===== src/rtl/wwg_pkg.sv =====
`default_nettype none

package wwg_pkg;

	typedef enum logic [1:0] {
		CELL_EMPTY     = 2'd0,
		CELL_CONDUCTOR = 2'd1,
		CELL_HEAD      = 2'd2,
		CELL_TAIL      = 2'd3
	} cell_t;

	typedef enum logic [1:0] {
		ACT_READ  = 2'd0,
		ACT_EDIT  = 2'd1,
		ACT_STEP  = 2'd2,
		ACT_SPARE = 2'd3
	} action_t;

	typedef enum logic {
		REG_ROWS = 1'b0,
		REG_COLS = 1'b1
	} reg_index_t;

	// edit order: empty -> conductor -> head -> tail -> empty
	function automatic cell_t next_in_cycle(input cell_t c);
		cell_t n;
		unique case (c)
			CELL_EMPTY:     n = CELL_CONDUCTOR;
			CELL_CONDUCTOR: n = CELL_HEAD;
			CELL_HEAD:      n = CELL_TAIL;
			CELL_TAIL:      n = CELL_EMPTY;
		endcase
		return n;
	endfunction

endpackage

`default_nettype wire


===== src/rtl/wwg_cell_rule.sv =====
`default_nettype none

module wwg_cell_rule (
	input  wire wwg_pkg::cell_t  center,
	input  wire logic [7:0]      neigh_heads,
	output wwg_pkg::cell_t       next_cell
);

	logic [3:0] heads;

	assign heads = 4'($countones(neigh_heads));

	always_comb begin
		unique case (center)
			wwg_pkg::CELL_EMPTY:     next_cell = wwg_pkg::CELL_EMPTY;
			wwg_pkg::CELL_HEAD:      next_cell = wwg_pkg::CELL_TAIL;
			wwg_pkg::CELL_TAIL:      next_cell = wwg_pkg::CELL_CONDUCTOR;
			wwg_pkg::CELL_CONDUCTOR: begin
				// fire on one or two head neighbors
				if (heads == 4'd1 || heads == 4'd2) begin
					next_cell = wwg_pkg::CELL_HEAD;
				end else begin
					next_cell = wwg_pkg::CELL_CONDUCTOR;
				end
			end
		endcase
	end

endmodule

`default_nettype wire

===== config.mk =====
export PLATFORM = sky130hd
export DESIGN_NAME = wwg_cell_rule
export DESIGN_NICKNAME = d
export VERILOG_FILES = /design/src/rtl/wwg_pkg.sv /design/src/rtl/wwg_cell_rule.sv
export SDC_FILE = /design/constraint.sdc
export NUM_CORES = 1
export LEC_CHECK = 0
export BUFFER_PORTS_ARGS = -buffer_cell sky130_fd_sc_hd__buf_2
export CAP_MARGIN = 0
export CORE_AREA = 10 10 47 49
export DETAILED_ROUTE_END_ITERATION = 8
export DIE_AREA = 0 0 57 59
export PLACE_DENSITY = 0.38
export SYNTH_ARGS = -nofsm -noshare
export SYNTH_HDL_FRONTEND = slang
export SYNTH_SLANG_ARGS = --single-unit

===== constraint.sdc =====
create_clock -name vclk -period 7.8
set_input_delay 0.78 -clock vclk [all_inputs]
set_output_delay 0.78 -clock vclk [all_outputs]
set_load 0.1 [all_outputs]

# == Yosys cells after proc, flatten, opt, wreduce, memory -nomap -nowiden ==
# Index checks and enable logic that the tools add are counted.
# op_classes
eq_ne,5
n_addsub,7
n_reduce_logical,2
muxes,2
# ops
operator,count
$add A1 B1 Y2,4
$pmux W2 S4,1
$add A2 B2 Y3,2
$add A3 B3 Y4,1
$eq A2 B2 Y1 const B,2
$eq A4 B1 Y1 const B,1
$eq A4 B2 Y1 const B,1
$eq A2 B1 Y1 const B,1
$logic_not A2 Y1,1
$mux W2,1
$logic_or A1 B1 Y1,1
# totals
wordCells,16
inputBits,10
reg_bits,0

# == Logic depth before layout (Yosys ltp) ==
# Gate-level depths: netlist of run 1.
# logic_depth
word_depth,7
depth_mapped,11
mapped_depth_nobuf,11

# == Least setup slack after synthesis of run 1 ==
# OpenSTA, ideal clock, no wires.
# synth_path
path_kind,input to output
start,in neigh_heads[0]
end,out next_cell[0]
path_stages,11
path_buffers,0
t_arrival_ps,4474
path_slack_ps,2546
cell_sequence,inv_1 > fa_1 > fa_1 > fa_1 > inv_1 > ha_1 > inv_1 > fa_1 > xor2_1 > a2111oi_2 > nor2_1
# synth_via
elab_chain_cells,7
elab_cells_between_ends,8
# synth_lines
item,line_no,text
start: declaration,wwg_cell_rule.sv:5,"input wire logic [7:0] neigh_heads,"
$add A1 B1 Y2 (not written as such) *,wwg_cell_rule.sv:11,assign heads = 4'($countones(neigh_heads));
$add A2 B2 Y3 (not written as such) *,wwg_cell_rule.sv:11,
$add A3 B3 Y4 (not written as such) *,wwg_cell_rule.sv:11,
$eq A4 B1 Y1 or $eq A4 B2 Y1 (tied branches),wwg_cell_rule.sv:20,if (heads == 4'd1 || heads == 4'd2) begin
$logic_or A1 B1 Y1 *,wwg_cell_rule.sv:20,
$mux W2 *,wwg_cell_rule.sv:20,
$pmux W2 S4 *,wwg_cell_rule.sv:14,unique case (center)
end: declaration,wwg_cell_rule.sv:6,output wwg_pkg::cell_t next_cell
# Every way passes the cells marked *; elsewhere a longest branch is shown, timed or not.

# == Worst setup path after layout of run 1 ==
# layout_path
start,in neigh_heads[0]
end,out next_cell[1]
# The elaborated chain is that of the path after synthesis.

==> out/qor.csv, run 1 <==
metric,value,unit
Worst Tran Pin Value,488,ps
TNS Setup,0,ps
Final Critical Period,5050,ps
first-pass GRT wire length,752,µm
initial DRC count,0,
pre-CTS WS,2730,ps
"Cell Area, Synth",221,µm²
met1 GRT Util,4.27,%
syn_nets,44,
critical path's top delay family,adder cells,
Mapped Cells,27,
maxcap violations,0,
Worst Path Arrival,4270,ps
Unique masters post-synth,8,
"Slowest-stage cell, CP",fa_1,
# resized after CTS,0,
wire per inst,7.47,µm
Reg area,0,µm²
Avg Synthesized Cell Area,8.20,µm²
PwrDens,199,nW/µm²
Worst slew margin,67.7,%
# IOs,12,
worst min path class,in2out,
antenna cell count,0,
share of cells above drive strength 1,35.9,%
cts hold-fix bufs,0,
Setup CP Type,in2out,
DRT antenna net count,0,
peak supply drop,0.104,mV
grt total ovfl,0,
final setup violation count,0,
initial antenna violation count,0,
"Net count, final",58,
CP most frequent cell,fa_1,
CP peak stage delay,550,ps
First-pass DRT Iterations,1,
port bufs,12,
Leakage,0.000186,µW
postcts setup bufs,0,
placeable core area,1400,µm²
fmax,198,MHz
drt drc,0,
RSZ-0062 raised after global routing,false,
CP cell instances,buf_2 > inv_1 > fa_1 > fa_1 > fa_1 > inv_1 > ha_1 > inv_1 > fa_1 > a211o_1 > a2111oi_2 > mux2_2 > buf_2,
gr busiest metal,met1,
initial core utilization,15.8,%
Worst EP required,7020,ps
Total Wirelength,411,µm
clock buf count,0,
DR vias,188,
vias in the first global route,177,
"Seq/Total Area, Yosys",0,%
routing usage on met3,0.215,%
crit share post-route,64.7,%
"Warnings, synthesis",0,
GRT Util Overall,2.51,%
Startpoint Class,primary input,
Util after Layout,21.5,%
FF+latch count,0,
die area,3360,µm²
final worst slack,2750,ps
GPL Wtd Cong,0.605,
Detailed Place HPWL,409,µm
Layout area overhead,36.2,%
GR Util met2,3.26,%
routed vias/inst,3.42,
largest net degree at the start of global routing,4,
critical path capture point type,primary output,
die width,57,µm
CP max FO,2,
Final Max Slew Viols,0,
Hold Fails Final Rpt,0,
outcome,completed,
num rows,14,
Die Span Y,59,µm
"Buf+Inv Stages, Crit Path",5,
-- cells by family (layout without fill, tap and decap cells) --
logic type,Yosys count,after routing,synth area share [%]
buffers and inverters,13,25,22.0
adders and majority gates,7,7,53.1
and+or+nand+nor,3,3,5.08
AOI/OAI and AO/OA,2,2,10.7
xor gates and xnor gates,1,1,3.96
muxes,1,1,5.08
-- path summary, 6_finish.rpt --
path	startpoint	end	slack, ps	cells past startpoint
setup / recovery	neigh_heads[0]	next_cell[1]	2750	13
hold / removal	center[0]	next_cell[0]	2070	4
-- synth_stat cells --
library cell / count / area share (%)
ha_1: 3 / 17
mux2_2: 1 / 5.1
inv_1: 13 / 22
nor2_1: 3 / 5.1
xor2_1: 1 / 4.0
a211o_1: 1 / 4.0
a2111oi_2: 1 / 6.8
fa_1: 4 / 36
-- worst min-delay path: stages --
cell	delay [ps]
buf_2	110
nor2_1	80
nor2_1	40
buf_2	280
-- cells in the final DEF, fill, tap and decap left out, drive strengths merged --
master	count
buf	12
mux2	1
inv	13
a211o	1
nor2	3
xor2	1
ha	3
a2111oi	1
fa	4
-- layout make-up --
type	instances	area [µm²]
multi-input cells	14	173
repair buffers	12	60.1
well taps	16	20.0
inverters	13	48.8
fillers	167	1100
-- per-stage QoR --
step | total power, µW | hold WS, ps | instance area, µm² | cells
2_1_floorplan | 50.4 | 1990 | 221 | 27
3_3_place_gp | 61.7 | 2070 | 302 | 55
3_5_place_dp | 60.8 | 2070 | 302 | 55
4_1_cts | 61.0 | 2070 | 302 | 55
5_1_grt | 66.0 | 2150 | 302 | 55
6_report | 60.1 | 2070 | 302 | 55
-- routing by layer --
layer | vias up | part of all wire, % | wire (µm)
met4 | 0 | 0 | 0
met2 | 7 | 41 | 168
met5 | - | 0 | 0
li1 | 101 | - | -
met1 | 80 | 55 | 228
met3 | 0 | 3.6 | 15
-- where the power goes --
group / switching [µW] / internal, µW / leakage, µW
Clock: 0 / 0 / 0
Sequential: 0 / 0 / 0
Combinational: 41.4 / 18.7 / 0.000186
No activity file was read; power rests on OpenSTA's default activity.
==> inputs of run 2 (changes only) <==
ABC_AREA = 1   (was default)
PLACE_DENSITY = 0.4   (was 0.38)
clock period = 4.87 ns   (was 7.8 ns; I/O delays follow)
==> run 2 against run 1 <==
- critical path depth grew 2
- utilization grew 2.0 points
- sequential share of layout area is the same
- flip-flop and latch count is the same
- largest cell class unchanged
- highest routed layer unchanged
==> out/qor.csv, run 2 <==
metric,value,unit
final setup violation count,0,
GPL Wtd Cong,0.697,
"most common cell after layout, fill and taps aside",inv_1,
crit share post-route,83.2,%
share of cells above drive strength 1,24.5,%
outcome,completed,
Layout area overhead,32.2,%
vias in the first global route,207,
"Net count, final",72,
"Seq/Total Area, Yosys",0,%
Die Span Y,59,µm
placeable core area,1400,µm²
Final Max Slew Viols,0,
leading area contributor after synthesis,fa_1,
# IOs,12,
most frequent cells in the layout,"inv_1, buf_2, nand2_1, fa_1",
cts hold-fix bufs,0,
grt total ovfl,0,
placed cell areas,329,µm²
drt drc,0,
RSZ-0062 raised after global routing,false,
DR vias,234,
CP peak stage delay,540,ps
Worst Path Arrival,3570,ps
Final Instance Area,329,µm²
Avg Synthesized Cell Area,6.07,µm²
Worst EP required,4380,ps
routed vias/inst,3.39,
initial core utilization,17.8,%
wire per inst,6.75,µm
PwrDens,263,nW/µm²
fmax,247,MHz
postcts setup bufs,0,
Leakage,0.000230,µW
First-pass DRT Iterations,1,
syn_nets,58,
dominant cells by area after synthesis,"fa_1, inv_1, nand2_1",
maxcap violations,0,
"Cell Area, Synth",249,µm²
Util after Layout,23.5,%
top cell type's share of synthesized area,32.2,%
initial antenna violation count,0,
die width,57,µm
die area,3360,µm²
num rows,14,
CP max FO,2,
# resized after CTS,0,
GRT Util Overall,2.81,%
"Slowest-stage cell, CP",fa_1,
worst min path class,in2out,
Startpoint Class,primary input,
CP cell instances,buf_2 > inv_1 > fa_1 > fa_1 > fa_1 > inv_1 > ha_1 > inv_1 > fa_1 > nand2_1 > nand2_1 > nor2_2 > nand3_1 > nand2_1 > buf_2,
Synth top cells by count,"inv_1, nand2_1, fa_1",
Final Critical Period,4050,ps
Detailed Place HPWL,468,µm
Total Wirelength,466,µm
Worst Tran Pin Value,492,ps
antenna cell count,0,
clock buf count,0,
Worst slew margin,67.4,%
critical path capture point type,primary output,
Unique masters post-synth,7,
peak supply drop,0.0540,mV
Total Power,86.5,µW
Reg area,0,µm²
Setup CP Type,in2out,
port bufs,12,
Hold Fails Final Rpt,0,
"Warnings, synthesis",0,
largest net degree at the start of global routing,4,
DRT antenna net count,0,
first-pass GRT wire length,855,µm
most frequent cell after synthesis,inv_1,
FF+latch count,0,
TNS Setup,0,ps
initial DRC count,0,
CP most frequent cell,fa_1,
Mapped Cells,41,
==> run 2: cell count changes in the layout (fill, tap and decap cells not counted), sizes merged <==
cell	change
nor2	+1
mux2	-1
inv	+5
xor2	-1
a211o	-1
nand2	+11
a2111oi	-1
nand3	+1
==> run 2: worst paths after layout <==
kind                       start           end  slack (ps)  cells after the start
setup / recovery  neigh_heads[0]  next_cell[1]         820                     15
hold / removal         center[1]  next_cell[0]        1450                      4
==> run 2: final cells by class <==
| class | count | area [µm²] |
|---|---|---|
| tap | 16 | 20.0 |
| multi-input combinational | 23 | 181 |
| timing repair buffer | 12 | 60.1 |
| inverter | 18 | 67.6 |
| fill | 175 | 1070 |
==> run 2: metal layers <==
metal | track usage, % | up-vias | wire length [µm]
met4 | 0 | 0 | 0
met2 | 5.43 | 4 | 236
met3 | 0.215 | 0 | 13
met1 | 3.45 | 97 | 216
met5 | 0 | - | 0
li1 | - | 133 | -
==> run 2: power by group <==
part	switching, µW	internal (µW)	total (µW)
Combinational	58.4	28.1	86.5
Clock	0	0	0
Sequential	0	0	0
==> run 2: kinds of logic after synthesis <==
kind of cell  synth area share [%]
fa+ha+maj                     47.2
buf+inv                       27.1
simple gates                  25.6
==> run 2: worst max-delay path: cells and delay by family <==
kind / cells / cell delay [ps]
adders and majority gates: 5 / 2060
buffers and inverters: 5 / 650
and+or+nand+nor: 5 / 370
==> run 2: through the flow <==
| step | instances | worst slack, ps | hold WS [ps] |
|---|---|---|---|
| 2_1_floorplan | 41 | 802 | 1540 |
| 6_report | 69 | 816 | 1450 |
| 3_3_place_gp | 69 | 798 | 1450 |
| 5_1_grt | 69 | 618 | 1480 |
| 4_1_cts | 69 | 792 | 1450 |
| 3_5_place_dp | 69 | 797 | 1450 |
==> inputs of run 3 (changes only) <==
clock period = 3.92 ns   (was 4.87 ns; I/O delays follow)
==> run 3 against run 2 <==
- sequential share of layout area is the same
- power increased by 41%
- combinational power increased by 41%
- utilization increased by 2.1 points
- hold slack worse by 260 ps
- die area stayed put
- routed wire length stayed put
- cell count is the same
- worst setup slack worse by 570 ps
- non-clock buffer count is the same
- critical endpoint unchanged
- largest power group unchanged
- highest routed layer unchanged
==> out/qor.csv, run 3 (synthesized netlist as in run 2, its figures left out) <==
metric,value,unit
outcome,completed,
Comb power frac,100.0,%
First-pass DRT Iterations,1,
Internal,47.4,µW
hold path depth,4,
Stages on worst setup path,15,
port bufs,12,
Fillers,170,
share of cells above drive strength 1,24.5,%
critical path capture point type,primary output,
Layout area overhead,44.2,%
P_sw,74.3,µW
gr busiest metal,met2,
final setup violation count,0,
Final Critical Period,3680,ps
initial antenna violation count,0,
Startpoint Class,primary input,
routed vias/inst,3.45,
Total Power,122,µW
crit share post-route,93.8,%
CP max FO,2,
clock buf count,0,
Leakage,0.000241,µW
# resized after CTS,0,
# IOs,12,
Detailed Place HPWL,478,µm
GR Util met2,5.74,%
Worst EP required,3530,ps
wire per inst,6.75,µm
FF+latch count,0,
CP most frequent cell,fa_1,
CP peak stage delay,540,ps
first-pass GRT wire length,848,µm
routing usage on met3,0,%
placeable core area,1400,µm²
TNS Setup,0,ps
grt total ovfl,0,
"Buf+Inv Stages, Crit Path",5,
fmax,272,MHz
PwrDens,339,nW/µm²
GRT Util Overall,2.72,%
Hold Fails Final Rpt,0,
Reg area,0,µm²
placed cell areas,359,µm²
initial core utilization,17.8,%
Die Span Y,59,µm
Worst slew margin,92.5,%
Worst Path Arrival,3290,ps
"most common cell after layout, fill and taps aside",inv_1,
initial DRC count,0,
peak supply drop,0.148,mV
CP cell instances,buf_2 > inv_1 > fa_1 > fa_1 > fa_1 > inv_1 > ha_1 > inv_1 > fa_1 > nand2_1 > nand2_1 > nor2_2 > nand3_1 > nand2_1 > buf_12,
Total Wirelength,466,µm
drt drc,0,
most frequent cells in the layout,"inv_1, nand2_1, buf_2, fa_1",
Worst Tran Pin Value,112,ps
DR vias,238,
Clk network pwr share,0,%
Final Instance Area,359,µm²
largest net degree at the start of global routing,4,
worst min path class,in2out,
sequential share of power,0,%
"Net count, final",72,
DRT antenna net count,0,
Final Max Slew Viols,0,
num rows,14,
Net Sw Frac,61.0,%
antenna cell count,0,
"Slowest-stage cell, CP",fa_1,
cts hold-fix bufs,0,
die area,3360,µm²
vias in the first global route,227,
met1 GRT Util,3.08,%
postcts setup bufs,0,
RSZ-0062 raised after global routing,false,
Setup CP Type,in2out,
die width,57,µm
maxcap violations,0,
GPL Wtd Cong,0.676,
critical path's top delay family,adder cells,
run 3: power by group through the flow:
| stage | clock network (µW) | registers, µW | logic [µW] |
|---|---|---|---|
| floorplan | 0 | 0 | 89.9 |
| global placement | 0 | 0 | 124 |
| detailed placement | 0 | 0 | 125 |
| CTS | 0 | 0 | 125 |
| global route | 0 | 0 | 136 |
| finish | 0 | 0 | 122 |
run 3: stage by stage:
stage	instances	setup WS, ps	hold WS [ps]	utilization (%)
finish	69	241	1190	25.6
global route	69	76.4	1220	25.6
CTS	69	205	1190	25.6
detailed placement	69	206	1190	25.6
global placement	69	222	1190	25.6
floorplan	41	41.5	1350	-
run 3: final cells by class:
type	instances	area, µm²	share of cell area, %
inverter	18	67.6	18.8
timing repair buffer	12	90.1	25.1
tap	16	20.0	5.57
multi-input combinational	23	181	50.5
run 3: per-layer routing:
layer  share of wire [%]  routed length (µm)  up-vias
li1                    -                   -      133
met1                  44                 205      101
met2                  55                 258        4
met3                0.64                   3        0
met4                   0                   0        0
met5                   0                   0        -
run 3: worst min-delay path: stages:
cell     delay (ps)
buf_2           110
inv_1            50
nand2_1          80
buf_12          170
run 3: final timing paths:
path,start,to
min,center[1],next_cell[0]
max,neigh_heads[0],next_cell[1]
